`config.mk`:
```
export PLATFORM = sky130hd
export DESIGN_NAME = sync_frame_checker_relay
export DESIGN_NICKNAME = d
export VERILOG_FILES = /design/src/rtl/core/sfc_pkg.sv /design/src/rtl/core/sfc_ram.sv /design/src/rtl/core/sfc_parse.sv /design/src/rtl/core/sfc_emit.sv /design/src/rtl/core/sync_frame_checker_relay.sv
export SDC_FILE = /design/constraint.sdc
export NUM_CORES = 1
export LEC_CHECK = 0
export BUFFER_PORTS_ARGS = -buffer_cell sky130_fd_sc_hd__buf_4
export CAP_MARGIN = 40
export CORE_MARGIN = 2
export CORE_UTILIZATION = 60
export CTS_CLUSTER_SIZE = 24
export DETAILED_ROUTE_END_ITERATION = 12
export GPL_ROUTABILITY_DRIVEN = 1
export PLACE_DENSITY = 0.76
export SYNTH_ARGS = -nofsm -noshare
export SYNTH_HDL_FRONTEND = slang
export SYNTH_SLANG_ARGS = --single-unit
```
`constraint.sdc`:
```
create_clock -name i_clk -period 4.06 [get_ports i_clk]
set_input_delay 0.203 -clock i_clk [delete_from_list [all_inputs] [get_ports i_clk]]
set_output_delay 0.203 -clock i_clk [all_outputs]
set_load 0.02 [all_outputs]
```
`src/rtl/core/sfc_pkg.sv`:
```
// Shared constants, register indexes and types of the sync frame checker relay.
// Used by the parser, the emitter, the checker and the top level; depends on nothing.
package sfc_pkg;

    localparam int MAX_FRAME = 64;
    localparam int HDR_BYTES = 3;
    localparam int BYTE_W    = 8;
    localparam int LEN_W     = 7;
    localparam int POS_W     = $clog2(MAX_FRAME);
    localparam int CFG_IDX_W = 3;

    // configuration register indexes
    localparam logic [CFG_IDX_W-1:0] CFG_SYNC_FIRST  = CFG_IDX_W'(0);
    localparam logic [CFG_IDX_W-1:0] CFG_SYNC_SECOND = CFG_IDX_W'(1);
    localparam logic [CFG_IDX_W-1:0] CFG_KIND_A_ID   = CFG_IDX_W'(2);
    localparam logic [CFG_IDX_W-1:0] CFG_KIND_A_LEN  = CFG_IDX_W'(3);
    localparam logic [CFG_IDX_W-1:0] CFG_KIND_B_ID   = CFG_IDX_W'(4);
    localparam logic [CFG_IDX_W-1:0] CFG_KIND_B_LEN  = CFG_IDX_W'(5);

    // frame store addresses of the header bytes
    localparam logic [POS_W-1:0] POS_SYNC_FIRST  = POS_W'(0);
    localparam logic [POS_W-1:0] POS_SYNC_SECOND = POS_W'(1);
    localparam logic [POS_W-1:0] POS_ID          = POS_W'(2);
    localparam logic [POS_W-1:0] POS_PAYLOAD     = POS_W'(HDR_BYTES);

    localparam logic [LEN_W-1:0] MIN_LEN = LEN_W'(5);
    localparam logic [LEN_W-1:0] MAX_LEN = LEN_W'(MAX_FRAME);

    // handover from parser to emitter when a frame checks
    typedef struct packed {
        logic             start;
        logic             kind;
        logic [POS_W-1:0] last_idx;
    } t_emit_cmd;

    // saturate a length register to the legal range, return index of the last byte
    function automatic logic [POS_W-1:0] last_index(input logic [LEN_W-1:0] len);
        logic [LEN_W-1:0] sat;
        logic [LEN_W-1:0] dec;
        sat = len;
        if (len < MIN_LEN) begin
            sat = MIN_LEN;
        end else if (len > MAX_LEN) begin
            sat = MAX_LEN;
        end
        dec = sat - LEN_W'(1);
        return dec[POS_W-1:0];
    endfunction

endpackage

```
`src/rtl/core/sfc_ram.sv`:
```
// Simple dual-port frame store: one write port, one read port, registered read data.
// Generic; no package dependency.
module sfc_ram #(
    parameter int DEPTH = 64,
    parameter int WIDTH = 8
) (
    input  logic                     i_clk,
    input  logic                     i_wr_en,
    input  logic [$clog2(DEPTH)-1:0] i_wr_addr,
    input  logic [WIDTH-1:0]         i_wr_data,
    input  logic                     i_rd_en,
    input  logic [$clog2(DEPTH)-1:0] i_rd_addr,
    output logic [WIDTH-1:0]         o_rd_data
);

    logic [WIDTH-1:0] r_mem [DEPTH];
    logic [WIDTH-1:0] r_rd_data;

    always_ff @(posedge i_clk) begin
        if (i_wr_en) begin
            r_mem[i_wr_addr] <= i_wr_data;
        end
        if (i_rd_en) begin
            r_rd_data <= r_mem[i_rd_addr];
        end
    end

    assign o_rd_data = r_rd_data;

endmodule

```
`src/rtl/core/sfc_parse.sv`:
```
// Byte parser: sync hunt, identifier match, payload collection and checksum test.
// Writes frame bytes to the frame store, the checksum only if good; depends on sfc_pkg.
module sfc_parse
    import sfc_pkg::*;
(
    input  logic                 i_clk,
    input  logic                 i_rst_n,
    input  logic                 i_cfg_we,
    input  logic [CFG_IDX_W-1:0] i_cfg_index,
    input  logic [BYTE_W-1:0]    i_cfg_data,
    input  logic                 i_accept,
    input  logic [BYTE_W-1:0]    i_rx_byte,
    output logic                 o_wr_en,
    output logic [POS_W-1:0]     o_wr_addr,
    output t_emit_cmd            o_cmd
);

    typedef enum logic [2:0] {
        PH_SYNC1,
        PH_SYNC2,
        PH_ID,
        PH_DATA,
        PH_CHECK
    } t_phase;

    t_phase            r_phase, n_phase;
    logic [POS_W-1:0]  r_pos, n_pos;
    logic [BYTE_W-1:0] r_sum, n_sum;
    logic              r_kind, n_kind;
    logic [POS_W-1:0]  r_lm1, n_lm1;
    logic [POS_W-1:0]  pos_inc;

    logic [BYTE_W-1:0] r_sync1, r_sync2, r_a_id, r_b_id;
    logic [LEN_W-1:0]  r_a_len, r_b_len;

    always_ff @(posedge i_clk) begin
        if (!i_rst_n) begin
            r_sync1 <= BYTE_W'(8'hAA);
            r_sync2 <= BYTE_W'(8'h55);
            r_a_id  <= BYTE_W'(1);
            r_a_len <= LEN_W'(8);
            r_b_id  <= BYTE_W'(2);
            r_b_len <= LEN_W'(8);
        end else if (i_cfg_we) begin
            case (i_cfg_index)
                CFG_SYNC_FIRST:  r_sync1 <= i_cfg_data;
                CFG_SYNC_SECOND: r_sync2 <= i_cfg_data;
                CFG_KIND_A_ID:   r_a_id  <= i_cfg_data;
                CFG_KIND_A_LEN:  r_a_len <= i_cfg_data[LEN_W-1:0];
                CFG_KIND_B_ID:   r_b_id  <= i_cfg_data;
                CFG_KIND_B_LEN:  r_b_len <= i_cfg_data[LEN_W-1:0];
                default: ;
            endcase
        end
    end

    assign pos_inc = r_pos + POS_W'(1);

    always_comb begin
        n_phase   = r_phase;
        n_pos     = r_pos;
        n_sum     = r_sum;
        n_kind    = r_kind;
        n_lm1     = r_lm1;
        o_wr_en   = 1'b0;
        o_wr_addr = r_pos;
        o_cmd     = '0;
        if (i_accept) begin
            case (r_phase)
                PH_SYNC2: begin
                    if (i_rx_byte == r_sync2) begin
                        o_wr_en   = 1'b1;
                        o_wr_addr = POS_SYNC_SECOND;
                        n_phase   = PH_ID;
                    end else begin
                        // mismatch is not retried as a first sync byte
                        n_phase = PH_SYNC1;
                        n_pos   = '0;
                        n_sum   = '0;
                    end
                end
                PH_ID: begin
                    o_wr_en   = 1'b1;
                    o_wr_addr = POS_ID;
                    if (i_rx_byte == r_a_id) begin
                        n_kind  = 1'b0;
                        n_lm1   = last_index(r_a_len);
                        n_pos   = POS_PAYLOAD;
                        n_sum   = i_rx_byte;
                        n_phase = PH_DATA;
                    end else if (i_rx_byte == r_b_id) begin
                        n_kind  = 1'b1;
                        n_lm1   = last_index(r_b_len);
                        n_pos   = POS_PAYLOAD;
                        n_sum   = i_rx_byte;
                        n_phase = PH_DATA;
                    end else begin
                        n_phase = PH_SYNC1;
                        n_pos   = '0;
                        n_sum   = '0;
                    end
                end
                PH_DATA: begin
                    o_wr_en   = 1'b1;
                    o_wr_addr = r_pos;
                    n_sum     = r_sum + i_rx_byte;
                    n_pos     = pos_inc;
                    if (pos_inc >= r_lm1) begin
                        n_phase = PH_CHECK;
                    end
                end
                PH_CHECK: begin
                    if (i_rx_byte == r_sum) begin
                        o_wr_en        = 1'b1;
                        o_wr_addr      = r_pos;
                        o_cmd.start    = 1'b1;
                        o_cmd.kind     = r_kind;
                        o_cmd.last_idx = r_pos;
                    end
                    n_phase = PH_SYNC1;
                    n_pos   = '0;
                    n_sum   = '0;
                end
                default: begin
                    n_pos = '0;
                    n_sum = '0;
                    if (i_rx_byte == r_sync1) begin
                        o_wr_en   = 1'b1;
                        o_wr_addr = POS_SYNC_FIRST;
                        n_phase   = PH_SYNC2;
                    end else begin
                        n_phase = PH_SYNC1;
                    end
                end
            endcase
        end
    end

    always_ff @(posedge i_clk) begin
        if (!i_rst_n) begin
            r_phase <= PH_SYNC1;
            r_pos   <= '0;
            r_sum   <= '0;
            r_kind  <= 1'b0;
            r_lm1   <= last_index(MIN_LEN);
        end else begin
            r_phase <= n_phase;
            r_pos   <= n_pos;
            r_sum   <= n_sum;
            r_kind  <= n_kind;
            r_lm1   <= n_lm1;
        end
    end

endmodule

```
`src/rtl/core/sfc_emit.sv`:
```
// Frame emitter: reads a checked frame back from the store and drives the output item
// register. One read in flight at a time; depends on sfc_pkg.
module sfc_emit
    import sfc_pkg::*;
(
    input  logic              i_clk,
    input  logic              i_rst_n,
    input  t_emit_cmd         i_cmd,
    output logic              o_busy,
    output logic              o_rd_en,
    output logic [POS_W-1:0]  o_rd_addr,
    input  logic [BYTE_W-1:0] i_rd_data,
    output logic              o_tvalid,
    input  logic              i_tready,
    output logic [BYTE_W-1:0] o_tdata,
    output logic              o_tuser,
    output logic              o_tlast
);

    typedef enum logic {
        EM_IDLE,
        EM_RUN
    } t_em_state;

    t_em_state         r_state;
    logic [POS_W-1:0]  r_addr;
    logic [POS_W-1:0]  r_last_idx;
    logic              r_kind;
    logic              r_pend;
    logic              r_pend_last;
    logic              r_tvalid;
    logic [BYTE_W-1:0] r_tdata;
    logic              r_tuser;
    logic              r_tlast;
    logic              issue;

    // output slot is free next cycle if empty now or taken now
    assign issue     = (r_state == EM_RUN) && !r_pend && (!r_tvalid || i_tready);
    assign o_rd_en   = issue;
    assign o_rd_addr = r_addr;
    assign o_busy    = (r_state == EM_RUN);

    always_ff @(posedge i_clk) begin
        if (!i_rst_n) begin
            r_state     <= EM_IDLE;
            r_pend      <= 1'b0;
            r_tvalid    <= 1'b0;
            r_addr      <= '0;
            r_last_idx  <= '0;
            r_kind      <= 1'b0;
            r_pend_last <= 1'b0;
        end else begin
            case (r_state)
                EM_IDLE: begin
                    if (i_cmd.start) begin
                        r_state    <= EM_RUN;
                        r_addr     <= '0;
                        r_last_idx <= i_cmd.last_idx;
                        r_kind     <= i_cmd.kind;
                    end
                end
                EM_RUN: begin
                    if (issue) begin
                        r_pend_last <= (r_addr == r_last_idx);
                        if (r_addr == r_last_idx) begin
                            r_state <= EM_IDLE;
                        end else begin
                            r_addr <= r_addr + POS_W'(1);
                        end
                    end
                end
                default: r_state <= EM_IDLE;
            endcase

            r_pend <= issue;
            if (r_pend) begin
                r_tvalid <= 1'b1;
                r_tdata  <= i_rd_data;
                r_tuser  <= r_kind;
                r_tlast  <= r_pend_last;
            end else if (i_tready) begin
                r_tvalid <= 1'b0;
            end
        end
    end

    assign o_tvalid = r_tvalid;
    assign o_tdata  = r_tdata;
    assign o_tuser  = r_tuser;
    assign o_tlast  = r_tlast;

endmodule

```
`src/rtl/core/sync_frame_checker_relay.sv`:
```
// Sync frame checker relay, top level: parser, frame store and emitter.
// Depends on sfc_pkg, sfc_parse, sfc_ram and sfc_emit.
//
// Usage:
//   s_axis_* carries received bytes, one item per byte. m_axis_* carries the
//   bytes of each frame that passed its checksum: both sync bytes, identifier,
//   payload and checksum in received order, tuser = frame kind, tlast on the
//   checksum byte. i_cfg_* writes the six configuration registers; it is
//   always ready out of reset.
//   Input bytes are taken one per cycle while no frame is being emitted. When
//   the checksum byte of a good frame is taken, the emitter starts, issues a
//   store read and loads the read data into the output item register; the frame
//   then leaves one item after another, with one store read in flight at a time,
//   and the input is held off while the frame is read from the store. Bad frames
//   produce nothing and do not hold the input off.
//   Reset (synchronous, active low) restores the register defaults and starts
//   the sync hunt; the frame store needs no clearing.
//   If the receiver stalls, the current output item holds and emission pauses;
//   the input stays held off until the last store read of the frame is issued.
module sync_frame_checker_relay
    import sfc_pkg::*;
(
    input  logic                 i_clk,
    input  logic                 i_rst_n,
    input  logic                 i_cfg_valid,
    output logic                 o_cfg_ready,
    input  logic [CFG_IDX_W-1:0] i_cfg_index,
    input  logic [BYTE_W-1:0]    i_cfg_data,
    input  logic                 s_axis_tvalid,
    output logic                 s_axis_tready,
    input  logic [BYTE_W-1:0]    s_axis_tdata,   // [7:0] rx_byte
    output logic                 m_axis_tvalid,
    input  logic                 m_axis_tready,
    output logic [BYTE_W-1:0]    m_axis_tdata,   // [7:0] tx_byte
    output logic [0:0]           m_axis_tuser,   // [0] frame_kind
    output logic                 m_axis_tlast    // last_of_frame
);

    t_emit_cmd         cmd;
    logic              busy;
    logic              accept;
    logic              wr_en;
    logic [POS_W-1:0]  wr_addr;
    logic              rd_en;
    logic [POS_W-1:0]  rd_addr;
    logic [BYTE_W-1:0] rd_data;

    assign o_cfg_ready   = i_rst_n;
    assign s_axis_tready = i_rst_n && !busy;
    assign accept        = s_axis_tvalid && s_axis_tready;

    sfc_parse u_parse (
        .i_clk       (i_clk),
        .i_rst_n     (i_rst_n),
        .i_cfg_we    (i_cfg_valid && o_cfg_ready),
        .i_cfg_index (i_cfg_index),
        .i_cfg_data  (i_cfg_data),
        .i_accept    (accept),
        .i_rx_byte   (s_axis_tdata),
        .o_wr_en     (wr_en),
        .o_wr_addr   (wr_addr),
        .o_cmd       (cmd)
    );

    sfc_ram #(
        .DEPTH (MAX_FRAME),
        .WIDTH (BYTE_W)
    ) u_store (
        .i_clk     (i_clk),
        .i_wr_en   (wr_en),
        .i_wr_addr (wr_addr),
        .i_wr_data (s_axis_tdata),
        .i_rd_en   (rd_en),
        .i_rd_addr (rd_addr),
        .o_rd_data (rd_data)
    );

    sfc_emit u_emit (
        .i_clk     (i_clk),
        .i_rst_n   (i_rst_n),
        .i_cmd     (cmd),
        .o_busy    (busy),
        .o_rd_en   (rd_en),
        .o_rd_addr (rd_addr),
        .i_rd_data (rd_data),
        .o_tvalid  (m_axis_tvalid),
        .i_tready  (m_axis_tready),
        .o_tdata   (m_axis_tdata),
        .o_tuser   (m_axis_tuser[0]),
        .o_tlast   (m_axis_tlast)
    );

endmodule

```
==> results_tabular.tex <==
\begin{tabular}{lr}
\hline
Metric & Value \\
\hline
\multicolumn{2}{l}{\textbf{Layout}} \\
Top library cells by usage in the layout, fill and taps aside & 530 x sky130\_fd\_sc\_hd\_\_edfxtp\_1, 160 x sky130\_fd\_sc\_hd\_\_mux4\_2, 132 x sky130\_fd\_sc\_hd\_\_nor2\_1, 112 x sky130\_fd\_sc\_hd\_\_buf\_4, 84 x sky130\_fd\_sc\_hd\_\_dfxtp\_1 \\
Filler Cell Count & $\sim$2,600 \\
Fraction of layout cells with a size suffix above 1 & 24.3\% \\
Register cell area after layout & between 15,000 and 20,000 um2 \\
Diode insertion count for antenna repair & 0 \\
Area used by multi-input combinational logic & 7060 um2 \\
Area Growth Syn to Fin & 12.4\% \\
Most common cell after layout, fill and taps aside & sky130\_fd\_sc\_hd\_\_edfxtp\_1 \\
Count of nets after finishing & between 1,500 and 2,000 \\
\multicolumn{2}{l}{\textbf{Yosys}} \\
Synthesized-area fraction occupied by ao, oa, aoi and oai cells & 3.27\% \\
Average cell area after synthesis & about 18 um2 \\
Synthesized Nets & approximately 1,400 \\
Post-Synth Adder-Cell Area & less than 1\% \\
Largest family of logic cells by synthesized area & multiplexers \\
Fraction of synthesized area in multiplexers & between 10\% and 20\% \\
Synth top area cells & sky130\_fd\_sc\_hd\_\_edfxtp\_1 63\%, sky130\_fd\_sc\_hd\_\_mux4\_2 14\%, sky130\_fd\_sc\_hd\_\_dfxtp\_1 6.9\% \\
Share of synthesized registers carrying an async set or reset & 0\% \\
Number of different library cells in the post-synthesis netlist & 64 \\
Count of yosys warnings during synthesis & 0 \\
EDFF count, synth & 530 \\
Post-synthesis instance area & approximately 25,000 um2 \\
Synthesis-stage register bit count & between 600 and 700 \\
Area share of and/or/nand/nor cells after synthesis & $\sim$5.3\% \\
Top cell type's share of synthesized area & around 63\% \\
Number of instances in the synthesized netlist & 1,407 \\
Post-synthesis sequential area ratio & a little over two thirds \\
Largest area contributor in the synthesized netlist & sky130\_fd\_sc\_hd\_\_edfxtp\_1 \\
XOR/XNOR share of the synthesized area & between 1.5 and 2\% \\
Primary flip-flop cell chosen by synthesis mapping & sky130\_fd\_sc\_hd\_\_edfxtp\_1 \\
\multicolumn{2}{l}{\textbf{Global routing}} \\
Largest net degree at the start of global routing & 67 \\
Overflow left after global routing & 0 \\
Number of antenna violations at the first check in global routing & 3 \\
Overall fraction of global-route tracks in use & 26.9\% \\
Via count of the first global-routing pass & around 13,000 \\
First-pass GRT wire length & roughly 85,000 um \\
\multicolumn{2}{l}{\textbf{CTS}} \\
Clock Pin Slew Worst Setup and Hold Paths & 60 ps \\
Clock insertion delay at the later pin of the skew report & 610 ps \\
Maximum clock insertion buffer count & 3 \\
Clock Root Buffer & sky130\_fd\_sc\_hd\_\_clkbuf\_16 \\
Clock tree from TritonCTS & built \\
CTS buffer count & a little under 60 \\
Post-CTS Resized & 0 \\
Post-CTS Setup Repair Bufs & 0 \\
Clock sink count & 617 \\
Max H-tree Level & 2 \\
\multicolumn{2}{l}{\textbf{Detailed routing}} \\
Final ANT Viol Nets & 0 \\
Violation count after the first detailed-route iteration & 1,564 \\
Final Routed Wirelength & 57,200 um \\
First drt pass iteration count & 5 \\
Post-detailed-route via-to-cell ratio & between 6 and 7 \\
Final routed DRC violation total & 0 \\
Vias & roughly 14,000 \\
Average detailed-routed wire length per instance & $\sim$27 um \\
\multicolumn{2}{l}{\textbf{Timing}} \\
Final worst path period share & roughly 87\% \\
Maximum achievable frequency & about 0.28 GHz \\
Clk\_skew & $\sim$20 ps \\
Slew margin rel. & approximately 40\% \\
Slew @ Worst Pin & slightly below 900 ps \\
PnR worst setup slack & $\sim$540 ps \\
Time the worst path needs with I/O delays and setup & around 3500 ps \\
Count of final hold-check violations & 0 \\
Final setup violating endpoints & 0 \\
Total negative setup slack & 0 ps \\
Number of pins with negative max-slew slack in the final report & 0 \\
Unrepaired setup endpoints after global routing & no \\
\multicolumn{2}{l}{\textbf{Min path}} \\
Min-delay worst type & primary input to register \\
\multicolumn{2}{l}{\textbf{Critical path}} \\
Arrival time at the worst endpoint & about 3800 ps \\
Setup crit end kind & register \\
Crit path required time & about 4300 ps \\
Worst Setup Start Kind & primary input \\
Type of the worst setup path & primary input to register \\
Maximum net fanout on the critical path & 18 \\
\multicolumn{2}{l}{\textbf{Floorplan}} \\
X dimension of the die & between 200 and 250 um \\
Starting Density & between 60\% and 70\% \\
Height of the die & between 200 and 250 um \\
Count of boundary I/O pins & 37 \\
Std-Cell Core Area & 41,100 um2 \\
Num rows & 74 \\
Die ar. & 43,500 um2 \\
\multicolumn{2}{l}{\textbf{Placement}} \\
Number of I/O port buffers & 36 \\
Hpwl dp & 36,000 um \\
Dpl ws & 646 ps \\
Routability cong. & 0.916 \\
\multicolumn{2}{l}{\textbf{Power}} \\
Leakage component of the power & approximately 0.0092 uW \\
Max VDD drop & around 0.32 mV \\
PwrDens & between 400 and 500 nW/um2 \\
\multicolumn{2}{l}{\textbf{Job}} \\
Total of max-cap violations & 0 \\
\multicolumn{2}{l}{\textbf{Outcome}} \\
Outcome & complete, no violations \\
\hline
\end{tabular}
[worst max-delay path, stage by stage]
cell and delay, ps:
sky130_fd_sc_hd__dlygate4sd3_1 580, sky130_fd_sc_hd__buf_4 300, sky130_fd_sc_hd__xor2_1 120, sky130_fd_sc_hd__nor4_2 460
sky130_fd_sc_hd__nand3_1 320, sky130_fd_sc_hd__o221ai_2 510, sky130_fd_sc_hd__o221ai_2 470, sky130_fd_sc_hd__nor2_1 750
[report_power, final]
group / internal [uW] / leakage [uW] / switching (uW)
Clock: 2810 / 0.000863 / 2250
Sequential: 6880 / 0.00547 / 12.1
Combinational: 84.5 / 0.00284 / 226
[layer usage]
metal  part of all wire [%]  track usage (%)  vias up
li1                       -                -     5816
met1                     39             37.6     6895
met2                     48             42.6      786
met3                     11             6.58      108
met4                    2.8             8.35        4
met5                  0.045                0        -
[registers in the layout, indices dropped and copies added, names as in the netlist, 3 cells and up]
register / count
u_store.o_rd_data: 8
u_parse.r_lm1: 6
u_parse.r_b_len: 7
u_parse.r_a_len: 7
u_parse.r_sync2: 8
u_parse.r_phase: 3
u_store.r_mem: 512
u_emit.r_last_idx: 6
u_parse.r_sum: 8
u_emit.o_rd_addr: 6
u_parse.r_a_id: 8
u_parse.r_b_id: 8
u_emit.o_tdata: 8
u_parse.r_pos: 6
u_parse.r_sync1: 8
[synth_stat cells (5+ instances only)]
library cell and instances:
sky130_fd_sc_hd__a211oi_1 5, sky130_fd_sc_hd__a21oi_1 35, sky130_fd_sc_hd__a22oi_1 20, sky130_fd_sc_hd__and2_1 5
sky130_fd_sc_hd__buf_1 9, sky130_fd_sc_hd__buf_2 19, sky130_fd_sc_hd__clkbuf_1 46, sky130_fd_sc_hd__dfxtp_1 87
sky130_fd_sc_hd__edfxtp_1 530, sky130_fd_sc_hd__ha_1 16, sky130_fd_sc_hd__inv_1 15, sky130_fd_sc_hd__mux2i_1 55
sky130_fd_sc_hd__mux4_2 160, sky130_fd_sc_hd__nand2_1 54, sky130_fd_sc_hd__nand2b_1 5, sky130_fd_sc_hd__nand3_1 11
sky130_fd_sc_hd__nand3b_1 5, sky130_fd_sc_hd__nand4_1 12, sky130_fd_sc_hd__nor2_1 132, sky130_fd_sc_hd__nor2b_1 6
sky130_fd_sc_hd__nor3_1 21, sky130_fd_sc_hd__nor4_1 11, sky130_fd_sc_hd__o21a_1 5, sky130_fd_sc_hd__o21ai_0 22
sky130_fd_sc_hd__xnor2_1 18, sky130_fd_sc_hd__xor2_1 39
[cell families after synthesis]
logic type | Yosys count
buffers and inverters | 97
XOR/XNOR | 57
AND/OR/NAND/NOR | 284
flip-flops | 617
multiplexers | 216
AO/OA/AOI/OAI | 119
adder cells (fa/ha/maj) | 17
[worst paths after layout]
| check | endpoint | depth (start not counted) | slack (ps) | startpoint |
|---|---|---|---|---|
| setup reg to reg | u_store.r_mem[59][4] | 6 | 560 | u_parse.r_phase[0] |
| hold / removal | u_parse.r_b_id[3] | 4 | 30 | i_cfg_index[0] |
| setup / recovery | u_store.r_mem[59][4] | 8 | 540 | s_axis_tdata[3] |
| hold reg to reg | u_emit.o_tdata[4] | 0 | 420 | u_store.o_rd_data[4] |
[stage by stage]
step / instances / area (um2) / hold WS [ps] / utilization [%] / total power [uW]
after detailed placement: 1974 / 26400 / 413 / 64.2 / 7330
after global placement: 1972 / 26400 / 409 / 64.1 / 7320
final: 2091 / 28200 / 29.9 / 68.7 / 12300
after CTS: 2091 / 28200 / 1.64 / 68.7 / 12300
after global routing: 2091 / 28200 / 34.8 / 68.7 / 12600
after floorplan: 1407 / 25100 / 302 / - / 7160
[final cells by class]
type                    instances  area share (%)
flip-flops and latches        617            62.5
multi-input cells             693            25.0
clock buffers                  79            5.53
repair buffers                128            3.72
well taps                     532            2.36
clock inverters                27           0.669
inverters                      15           0.199
[repair_timing]
| item | in CTS | in global routing |
|---|---|---|
| endpoints found under the setup margin | 0 | 0 |
| endpoints found under the hold margin | 72 | 0 |
| hold buffers | 11 | 0 |
(Power assumes the default switching activity.)
